[src/stce_pkg.sv]
// Shared constants and the exponent coefficient function of the scaled tanh block.
package stce_pkg;

    localparam int DATA_WIDTH = 16;
    localparam int EXP_CELLS  = 16;
    localparam int A_WIDTH    = 16;

    localparam logic [0:0] CFG_SLOPE = 1'b0;
    localparam logic [0:0] CFG_BIAS  = 1'b1;

    // Coefficient exp(-2^(k-11)) in Q0.32, each one the rounded square of the one before.
    function automatic logic [31:0] exp_coef(input int k);
        logic [63:0] c;
        c = 64'd4292870656;
        for (int i = 0; i < k; i++) begin
            c = (c * c + 64'h0000_0000_8000_0000) >> 32;
        end
        return c[31:0];
    endfunction

endpackage

[src/stce_div_cell.sv]
// One cell of the restoring divider: settles one quotient bit against the shifted divisor.
module stce_div_cell #(
    parameter int BIT = 0,
    parameter int W   = stce_pkg::DATA_WIDTH
) (
    input  logic            i_clk,
    input  logic            i_rst_n,
    input  logic            i_vld,
    input  logic [33:0]     i_den,
    input  logic [W+31:0]   i_rem,
    input  logic [W-2:0]    i_q,
    input  logic            i_neg,
    input  logic [W-1:0]    i_x,
    output logic            o_vld,
    output logic [33:0]     o_den,
    output logic [W+31:0]   o_rem,
    output logic [W-2:0]    o_q,
    output logic            o_neg,
    output logic [W-1:0]    o_x
);

    localparam int RW = W + 32;

    logic [RW-1:0] shifted;
    logic          fits;

    always_comb begin
        shifted = RW'(i_den) << BIT;
        fits    = (i_rem >= shifted);
    end

    always_ff @(posedge i_clk) begin
        if (!i_rst_n) begin
            o_vld <= 1'b0;
        end else begin
            o_vld <= i_vld;
        end
        o_den  <= i_den;
        o_rem  <= fits ? (i_rem - shifted) : i_rem;
        o_q    <= i_q | ((W-1)'(fits) << BIT);
        o_neg  <= i_neg;
        o_x    <= i_x;
    end

endmodule

[config.mk]
export PLATFORM = sky130hd
export DESIGN_NAME = stce_div_cell
export DESIGN_NICKNAME = d
export VERILOG_FILES = /design/src/stce_pkg.sv /design/src/stce_div_cell.sv
export SDC_FILE = /design/constraint.sdc
export NUM_CORES = 1
export LEC_CHECK = 0
export BUFFER_PORTS_ARGS = -buffer_cell sky130_fd_sc_hd__buf_2
export CAP_MARGIN = 10
export CORE_ASPECT_RATIO = 1.4
export CORE_UTILIZATION = 45
export DETAILED_ROUTE_END_ITERATION = 8
export GPL_TIMING_DRIVEN = 1
export PLACE_DENSITY = 0.77
export SETUP_SLACK_MARGIN = 0.5
export SLEW_MARGIN = 20
export SYNTH_ARGS = -nofsm -noshare
export SYNTH_HDL_FRONTEND = slang
export SYNTH_SLANG_ARGS = --single-unit
[constraint.sdc]
create_clock -name i_clk -period 3.3 [get_ports i_clk]
set_input_delay 0.33 -clock i_clk [delete_from_list [all_inputs] [get_ports i_clk]]
set_output_delay 0.33 -clock i_clk [all_outputs]
set_load 0.1 [all_outputs]
==> flow_results.org <==
** Synthesis
- Post-Synthesis Mean Instance Area :: 9.30 um2
- Dominant register cell in the synthesized netlist :: dfxtp_1
- The cell count after synthesis came out at 566.
- Synthesis inferred 115 register bits.
- In the post-synthesis netlist, the biggest area contributors are dfxtp_1 (44%), ha_1 (8.1%), a21oi_1 (6.6%).
- Area leader, netlist :: dfxtp_1
- Area share of the largest cell type after synthesis :: 43.7%
- Counting flops with an async set or reset pin after synthesis yields a share of 0%.
- The Yosys step of the flow raised 0 warnings.
- EDFF count, synth :: 0
- Mapped Area :: 0.00527 mm2
- Synthesized net count :: 718
- Yosys mapped the design onto 57 distinct sky130hd cell types.
- After synthesis, flip-flops and latches occupy 43.7% of the total area.

** Finish
- The post-route netlist has 36.2% of its cells at a drive strength greater than 1.
- At the end of the flow, the number of nets in the layout was 951.
- The finished layout holds 957 standard cells, fillers aside.
- Most frequent cells in the layout :: buf_2 (231), dfxtp_1 (115), a21oi_1 (69)
- Relative to the synthesized area, the layout overhead comes to 37.5%.
- Most common library cell in the layout ignoring fill and taps :: buf_2

** Floorplan
- In this run the standard cell core region covers 0.0113 mm2.
- Effective utilization at floorplan :: 46.4%
- In this run the core area contains 46 standard-cell rows.
- 232 I/O pins were placed.
- Die outline area :: 0.0121 mm2
- Chip Height :: 130 um
- DIE WIDTH :: 93.4 um

** Power
- Total power divided by cell area :: 758 mW/mm2
- Net switching is 40.4% of the power.
- Power Total :: 5.49 mW
- The clock network accounts for 36.9% of the total power.
- Summed over all nets, the switching power comes to 2.21 mW.
- Worst IR Drop VDD :: 0.000386 V
- Cell internal power was estimated by the tool at 3.27 mW.
- Combinational logic is responsible for 34.3% of the overall power.
- Per report_power, the sequential group accounts for 28.7% of the total.
- For this design the static power due to leakage is 3.54 nW.

** Critical path
- Of all nets on the critical path, the largest fanout is 23.
- Maximum single-stage delay on the critical path :: 380 ps
- Highest-delay cell along the critical path :: o311ai_4
- At the worst endpoint, the required time is 3620 ps.
- STA classifies the critical path startpoint as a primary input.
- Worst Setup End Kind :: flip-flop
- The critical path contains buffers and inverters numbering 3 combined.
- The critical path is of the primary input to flip-flop type.
- Worst endpoint data arrival time :: 2920 ps
- Crit-path leading delay family :: compound AO/OA/AOI/OAI gates
- Chain of cells forming the critical path :: buf_2 > inv_1 > ha_1 > fa_2 > nand2b_4 > a21oi_2 > o211ai_1 > a31oi_2 > a21boi_2 > o311ai_4 > buf_12 > and4_1 > xor2_1

** Detailed routing
- Post-Route WL :: 15700 um
- Dividing the detail-routed wire length by the instance count gives 16.4 um.
- First-iteration detailed-routing DRC count :: 196
- The final route contains 5023 vias.
- Router iterations before antenna repair :: 4
- In this run the remaining antenna-violating nets after routing total 0.
- Detailed-route DRC error count :: 0
- Via/cell ratio :: 5.25

** STA
- Setup repair after global routing missed its margin :: no
- Count of endpoints failing setup in the final report :: 0
- Actual transition at the worst max-transition pin :: 618 ps
- Sum of negative setup slack :: 0 ps
- Final critical delay including setup and external delays :: 2590 ps
- The number of pins exceeding their max-slew limit in the final report is 0.
- The count of final hold-check violations was 0.
- Final clock period utilization by the worst path :: 78.6%
- Maximum achievable frequency :: 386 MHz
- Remaining max-slew budget at the tightest pin :: 58.2%

** Clocking
- The tree is rooted in a clkbuf_16.
- After clock tree synthesis, the clock-pin slew on the worst setup and hold paths is 60 ps.
- Buffers inserted during clock tree synthesis total 17.
- H-tree levels :: 4
- Num Clock Sinks :: 115
- The number of hold buffers added after CTS was 0.
- Counting along the longest clock path gives a buffer depth of 2.
- TritonCTS built the clock tree.

** Run
- Max-cap violations :: 0

** GRT
- The number of global-route vias before repair came to 5043.
- Number of antenna violations at the first check in global routing :: 0
- Pin count of the biggest net entering global routing :: 47
- Global routing usage summed across all routing layers :: 25.4%
- The first global-routing pass estimated 23500 um of wire.
- Summed over all layers, the global routing overflow is 0.

** Placed design
- The congestion estimate from routability-driven global placement came to 0.918.
- After detailed placement, the design holds a cell count of 922.
- Detailed placement finished with a half-perimeter wire length of 12300 um.
- Number of buffers added on ports :: 231

** Min path
- Along the worst hold path, the cell count comes to 1.
- Worst hold start :: i_q[3]
- Worst hold path class :: primary input to flip-flop
- Hold Crit Endpoint :: o_q[3]

** Outcome
- Outcome :: complete, no violations
-- metal layers --
metal	share of wire [%]	up-vias	GRT usage, %
met5	0	-	0
met4	4.1	0	12.2
met3	8.0	51	7.98
met2	53	230	48.7
met1	35	2292	24.3
li1	-	2450	-
-- kinds of logic (layout without fill, tap and decap cells) --
group	Yosys count	after routing	synth area share [%]
AOI/OAI and AO/OA	148	148	17.6
adders and majority gates	35	35	8.46
xor gates and xnor gates	43	43	7.15
buffers and inverters	69	315	5.61
and+or+nand+nor	145	145	14.6
muxes	11	11	2.85
DFF	115	115	43.7
other	0	1	0
-- worst max path at each step --
stage | from | end | slack [ps] | cells past startpoint
after floorplan | i_rem[0] | o_rem[13] | 510 | 11
after global placement | i_rem[0] | o_rem[22] | 330 | 12
after detailed placement | i_rem[0] | o_rem[43] | 260 | 13
after CTS | i_rem[0] | o_rem[36] | 610 | 13
after global routing | i_rem[0] | o_rem[36] | 540 | 13
final | i_rem[0] | o_rem[36] | 710 | 13
-- stage by stage --
stage | hold WS (ps) | setup slack [ps] | util, % | instance area (um2)
detailed placement | 434 | 264 | 57.8 | 6550
global placement | 435 | 329 | 57.8 | 6550
finish | 16.9 | 706 | 63.9 | 7240
CTS | 6.83 | 614 | 63.6 | 7210
global route | 4.63 | 541 | 63.8 | 7240
floorplan | 358 | 507 | - | 5280
-- sequential cells by signal, summed over array words and instances, names as in the netlist --
signal  cells
o_rem      48
o_den      34
o_q        15
o_neg       1
o_x        16
o_vld       1
-- repair_timing --
action | 4_1_cts | 5_1_grt
gates resized for setup | 0 | 1
endpoints found under the setup margin | 0 | 2
buffers inserted | 0 | 1
-- synthesized netlist by cell type (3+ instances only) --
| cell | instances |
|---|---|
| o21a_1 | 5 |
| or3_1 | 5 |
| o21bai_1 | 7 |
| a21o_1 | 14 |
| and2_1 | 4 |
| clkbuf_1 | 12 |
| nand4_1 | 19 |
| xnor2_1 | 26 |
| buf_2 | 7 |
| nor3_1 | 8 |
| a211oi_1 | 5 |
| nor2b_1 | 7 |
| or4_1 | 3 |
| nand3_1 | 6 |
| a31oi_1 | 3 |
| o21ai_0 | 19 |
| dfxtp_1 | 115 |
| nand4b_1 | 5 |
| nand2_1 | 26 |
| o211ai_1 | 6 |
| nor2_1 | 45 |
| inv_1 | 45 |
| buf_6 | 3 |
| and3_1 | 3 |
| o2111ai_1 | 3 |
| ha_1 | 34 |
| xor2_1 | 17 |
| a21oi_1 | 69 |
| mux2_2 | 4 |
| mux2_4 | 7 |
-- final cells by class --
class / count / area, um2
diodes: 1 / 2.50
multi-input cells: 382 / 2680
fillers: 950 / 4100
clock buffers: 18 / 429
inverters: 45 / 169
well taps: 144 / 180
clock inverters: 14 / 225
repair buffers: 238 / 1250
flip-flops and latches: 115 / 2300
-- power by group through the flow --
stage	clock [mW]	combinational, mW	sequential [mW]
final	2.03	1.88	1.58
after CTS	2.05	1.88	1.58
after detailed placement	0	1.87	1.61
after floorplan	0	0.427	2.70
after global placement	0	1.86	1.61
after global routing	2.12	1.96	1.59
(Power assumes the default switching activity.)
