File: src/stce_pkg.sv
// Shared constants and the exponent coefficient function of the scaled tanh block.
package stce_pkg;

    localparam int DATA_WIDTH = 16;
    localparam int EXP_CELLS  = 16;
    localparam int A_WIDTH    = 16;

    localparam logic [0:0] CFG_SLOPE = 1'b0;
    localparam logic [0:0] CFG_BIAS  = 1'b1;

    // Coefficient exp(-2^(k-11)) in Q0.32, each one the rounded square of the one before.
    function automatic logic [31:0] exp_coef(input int k);
        logic [63:0] c;
        c = 64'd4292870656;
        for (int i = 0; i < k; i++) begin
            c = (c * c + 64'h0000_0000_8000_0000) >> 32;
        end
        return c[31:0];
    endfunction

endpackage

File: src/stce_exp_cell.sv
// One cell of the exponent chain: multiplies by its coefficient when its bit of the argument is set.
module stce_exp_cell #(
    parameter int K = 0,
    parameter int W = stce_pkg::DATA_WIDTH
) (
    input  logic                            i_clk,
    input  logic                            i_rst_n,
    input  logic                            i_vld,
    input  logic [stce_pkg::A_WIDTH-1:0]    i_a,
    input  logic [32:0]                     i_p,
    input  logic                            i_neg,
    input  logic [W-1:0]                    i_x,
    output logic                            o_vld,
    output logic [stce_pkg::A_WIDTH-1:0]    o_a,
    output logic [32:0]                     o_p,
    output logic                            o_neg,
    output logic [W-1:0]                    o_x
);

    localparam logic [31:0] COEF = stce_pkg::exp_coef(K);

    logic [65:0] prod;
    logic [32:0] n_p;

    always_comb begin
        prod = 66'(i_p) * 66'(COEF) + 66'h0_0000_0000_8000_0000;
        n_p  = i_a[K] ? prod[64:32] : i_p;
    end

    always_ff @(posedge i_clk) begin
        if (!i_rst_n) begin
            o_vld <= 1'b0;
        end else begin
            o_vld <= i_vld;
        end
        o_a   <= i_a;
        o_p   <= n_p;
        o_neg <= i_neg;
        o_x   <= i_x;
    end

endmodule

File: config.mk
export PLATFORM = sky130hd
export DESIGN_NAME = stce_exp_cell
export DESIGN_NICKNAME = d
export VERILOG_FILES = /design/src/stce_pkg.sv /design/src/stce_exp_cell.sv
export SDC_FILE = /design/constraint.sdc
export NUM_CORES = 1
export LEC_CHECK = 0
export BUFFER_PORTS_ARGS = -buffer_cell sky130_fd_sc_hd__buf_4
export CAP_MARGIN = 20
export CORE_MARGIN = 1.5
export CORE_UTILIZATION = 35
export CTS_CLUSTER_SIZE = 10
export DETAILED_ROUTE_END_ITERATION = 16
export SYNTH_ARGS = -nofsm -noshare
export SYNTH_HDL_FRONTEND = slang
export SYNTH_SLANG_ARGS = --single-unit
File: constraint.sdc
create_clock -name i_clk -period 15.95 [get_ports i_clk]
set_clock_uncertainty 0.2 [all_clocks]
set_input_delay 1.595 -clock i_clk [delete_from_list [all_inputs] [get_ports i_clk]]
set_output_delay 1.595 -clock i_clk [all_outputs]
set_load 0.01 [all_outputs]
==> impl_results.html <==
<table>
<tr><th>Metric</th><th>Value</th></tr>
<tr><th colspan="2">CTS</th></tr>
<tr><td>Library cell used as clock root buffer</td><td>clkbuf_16</td></tr>
<tr><td>Number of clock sinks</td><td>between 60 and 70</td></tr>
<tr><td>TritonCTS clock tree</td><td>built</td></tr>
<tr><td>Count of cells resized by post-cts repair</td><td>0</td></tr>
<tr><td>Clock buffer depth</td><td>2</td></tr>
<tr><td>Number of hold buffers added after CTS</td><td>0</td></tr>
<tr><td>H-tree levels</td><td>3</td></tr>
<tr><td>Clock-pin slew of the registers on the worst-case setup and hold paths</td><td>roughly 0.07 ns</td></tr>
<tr><td>Postcts setup bufs</td><td>0</td></tr>
<tr><td>Cts bufs inserted</td><td>9</td></tr>
<tr><th colspan="2">Die</th></tr>
<tr><td>Starting utilization of the core area</td><td>35.49%</td></tr>
<tr><td>Core Area</td><td>about 0.038 mm^2</td></tr>
<tr><td>Floorplan die area</td><td>between 0.03 and 0.04 mm^2</td></tr>
<tr><td>Ports placed on the boundary</td><td>between 100 and 150</td></tr>
<tr><td>Die Span Y</td><td>198.2 um</td></tr>
<tr><td>Die width</td><td>198.2 um</td></tr>
<tr><td>Number of core rows</td><td>71</td></tr>
<tr><th colspan="2">Hold path</th></tr>
<tr><td>Hold/Removal Path Class</td><td>in2reg</td></tr>
<tr><td>Cell depth of the worst min-delay path</td><td>1</td></tr>
<tr><th colspan="2">STA</th></tr>
<tr><td>Number of max-slew violations in the final report</td><td>0</td></tr>
<tr><td>Count of final hold-check violations</td><td>0</td></tr>
<tr><td>Transition time at the pin with the least slew margin</td><td>0.9401 ns</td></tr>
<tr><td>Final clock period utilization by the worst path</td><td>60.07%</td></tr>
<tr><td>Worst max-slew margin expressed relative to the limit</td><td>36.53%</td></tr>
<tr><td>Final setup vio count</td><td>0</td></tr>
<tr><td>Setup TNS Final</td><td>0 ns</td></tr>
<tr><td>Achievable Freq</td><td>0.1044 GHz</td></tr>
<tr><td>Setup repair after global routing missed its margin</td><td>false</td></tr>
<tr><td>Final period demand of the worst path</td><td>9.582 ns</td></tr>
<tr><th colspan="2">Run status</th></tr>
<tr><td>Run status</td><td>finished, final reports clean</td></tr>
<tr><th colspan="2">Logic synthesis</th></tr>
<tr><td>Top FF cell, synth</td><td>dfxtp_1</td></tr>
<tr><td>Synth unique cells</td><td>86</td></tr>
<tr><td>Proportion of synthesized chip area in sequential cells</td><td>10.06%</td></tr>
<tr><td>Post-synthesis instance area</td><td>0.01334 mm^2</td></tr>
<tr><td>Number of enable-type register cells in the synthesized netlist</td><td>0</td></tr>
<tr><td>Post-Syn Instances</td><td>1381</td></tr>
<tr><td>Warnings from Yosys</td><td>0</td></tr>
<tr><td>Post-synthesis sequential element count</td><td>67</td></tr>
<tr><td>Number of nets produced by synthesis</td><td>about 1900</td></tr>
<tr><td>Synth Area per Inst</td><td>9.658 um^2</td></tr>
<tr><td>Async set or reset register ratio after synthesis</td><td>0%</td></tr>
<tr><th colspan="2">Placed design</th></tr>
<tr><td>HPWL Detailed</td><td>32.57 mm</td></tr>
<tr><td>Buffers on Ports</td><td>roughly 140</td></tr>
<tr><td>Global placer's final weighted congestion</td><td>0.9554</td></tr>
<tr><th colspan="2">Worst setup path</th></tr>
<tr><td>Data arrival time of the critical path</td><td>9.66 ns</td></tr>
<tr><td>Critical path, cell by cell</td><td>buf_4, inv_1, fa_1, inv_1, fa_1, fa_1, fa_1, inv_1, fa_1, inv_1, ha_1, ha_1, ha_1, and3_1, nand2_1, o31ai_1, or2_2, nor2_1, xnor2_1, nand3b_2, or4_4, or4_1, a31oi_1</td></tr>
<tr><td>Required time of the worst setup path</td><td>16.03 ns</td></tr>
<tr><td>Slowest stage delay, CP</td><td>slightly above 0.6 ns</td></tr>
<tr><td>Largest driver fanout on the critical path</td><td>11</td></tr>
<tr><td>CP Class</td><td>in2reg</td></tr>
<tr><td>Critical Path Most Common Cell</td><td>fa_1</td></tr>
<tr><td>Slowest CP cell</td><td>or4_4</td></tr>
<tr><td>Endpoint class of the critical path</td><td>flip-flop</td></tr>
<tr><td>Kind of start point of the critical path</td><td>input pin</td></tr>
<tr><th colspan="2">Final layout</th></tr>
<tr><td>Commonest non-fill, non-tap cells in the layout</td><td>inv_1 (298), fa_1 (233), ha_1 (205)</td></tr>
<tr><td>Ant diodes</td><td>0</td></tr>
<tr><td>Area added between synthesis and finish</td><td>13.54%</td></tr>
<tr><td>Fraction of final layout cells sized beyond drive strength 1</td><td>12.18%</td></tr>
<tr><td>Post-layout net count</td><td>2004</td></tr>
<tr><td>Most frequent standard cell in the layout excluding fill and tap cells</td><td>inv_1</td></tr>
<tr><th colspan="2">Drt</th></tr>
<tr><td>Vias per cell</td><td>around 5.1</td></tr>
<tr><td>Number of iterations in the first detailed-routing pass</td><td>8</td></tr>
<tr><td>Total Routed Length</td><td>37.44 mm</td></tr>
<tr><td>Number of violations reported at the end of detailed-routing iteration 0</td><td>594</td></tr>
<tr><td>Count of unresolved DRC violations after routing</td><td>0</td></tr>
<tr><td>Routed wirelength normalized by instance count</td><td>18.60 um</td></tr>
<tr><td>Total number of vias</td><td>about 10000</td></tr>
<tr><td>Count of nets left with antenna violations after detail routing</td><td>0</td></tr>
<tr><th colspan="2">Global routing</th></tr>
<tr><td>Via count of the first global-routing pass</td><td>10950</td></tr>
<tr><td>Number of antenna violations at the first check in global routing</td><td>1</td></tr>
<tr><td>GR Overflow Total</td><td>0</td></tr>
<tr><td>Total track usage</td><td>between 20% and 30%</td></tr>
<tr><td>Maximum number of pins on one net before global-route repair</td><td>60</td></tr>
<tr><td>Wire length of the first global-routing pass</td><td>60.80 mm</td></tr>
<tr><th colspan="2">Flow run</th></tr>
<tr><td>Number of violations of the max-capacitance limit</td><td>0</td></tr>
</table>
## worst max-delay path: cells and delay by family
family,cells,cell delay [ns]
buf+inv,5,0.86
compound gates,2,0.74
simple gates,7,2.26
fa+ha+maj,8,3.74
xor+xnor,1,0.48
## metrics by stage
stage | setup WS [ns] | hold slack, ns | std cells | cell area (um^2) | utilization [%]
finish | 6.368 | 1.141 | 2013 | 15140 | 40.30
global route | 6.048 | 1.117 | 2013 | 15140 | 40.30
CTS | 6.467 | 1.124 | 2013 | 15140 | 40.30
detailed placement | 6.107 | 1.500 | 1997 | 14830 | 39.48
global placement | 6.151 | 1.499 | 1997 | 14830 | 39.48
floorplan | 7.149 | 1.423 | 1381 | 13340 | -
## Yosys cell counts, types with 5 or more instances
library cell	count	area, um^2
a21oi_1	69	345.3
dfxtp_1	67	1341
nand3_1	23	115.1
a31oi_1	10	62.56
o21bai_1	5	37.54
xnor2_1	30	262.8
o21ai_0	25	125.1
xor2_1	14	122.6
a21o_1	14	105.1
and2_1	12	75.07
o211ai_1	9	67.56
and4_1	9	78.83
o21ai_1	11	55.05
a211oi_1	12	90.09
fa_1	233	4664
o22ai_1	6	37.54
inv_1	298	1119
clkbuf_1	14	52.55
or4_1	5	37.54
mux2i_1	5	50.05
nor2_1	59	221.5
nor4_1	8	50.05
ha_1	205	2565
and3_1	14	87.58
or3_1	9	56.30
o311ai_0	5	43.79
a211o_1	6	52.55
or2_2	5	31.28
mux2_2	6	67.56
nor3_1	18	90.09
nand4_1	17	106.4
o21a_1	9	67.56
nand2_1	53	198.9
buf_2	8	40.04
## registers in the layout, summed over array words and instances, names as in the netlist
register	count
o_a	16
o_neg	1
o_p	33
o_vld	1
o_x	16
## final timing paths
path | from | endpoint
setup / recovery | i_p[19] | o_p[31]$_DFF_P_
hold / removal | i_a[11] | o_a[11]$_DFF_P_
## routing by layer
metal	up-vias	global-route usage, %	part of all wire (%)
met4	0	6.135	3.1
li1	4815	-	-
met5	-	0	0
met1	5055	27.34	45
met2	292	33.63	47
met3	49	3.764	5.6
## final cells by class
| class | instances | area (um^2) |
|---|---|---|
| fillers | 3788 | 22430 |
| multi-input cells | 985 | 10720 |
| flip-flops and latches | 67 | 1341 |
| inverters | 299 | 1122 |
| repair buffers | 135 | 1013 |
| well taps | 511 | 639.4 |
| clock buffers | 10 | 239.0 |
| clock inverters | 6 | 70.07 |
## kinds of logic (layout without fill, tap and decap cells)
group,count (synthesis),in the layout,share of synthesized area [%]
AO/OA/AOI/OAI,225,225,11.26
XOR/XNOR,44,44,2.889
adder cells (fa/ha/maj),438,438,54.20
buffers and inverters,329,450,9.587
flip-flops,67,67,10.06
multiplexers,11,11,0.8818
AND/OR/NAND/NOR,267,267,11.13
Power is not shown: default switching activity piles up to over one toggle a cycle in this logic, so the estimate is an artifact.
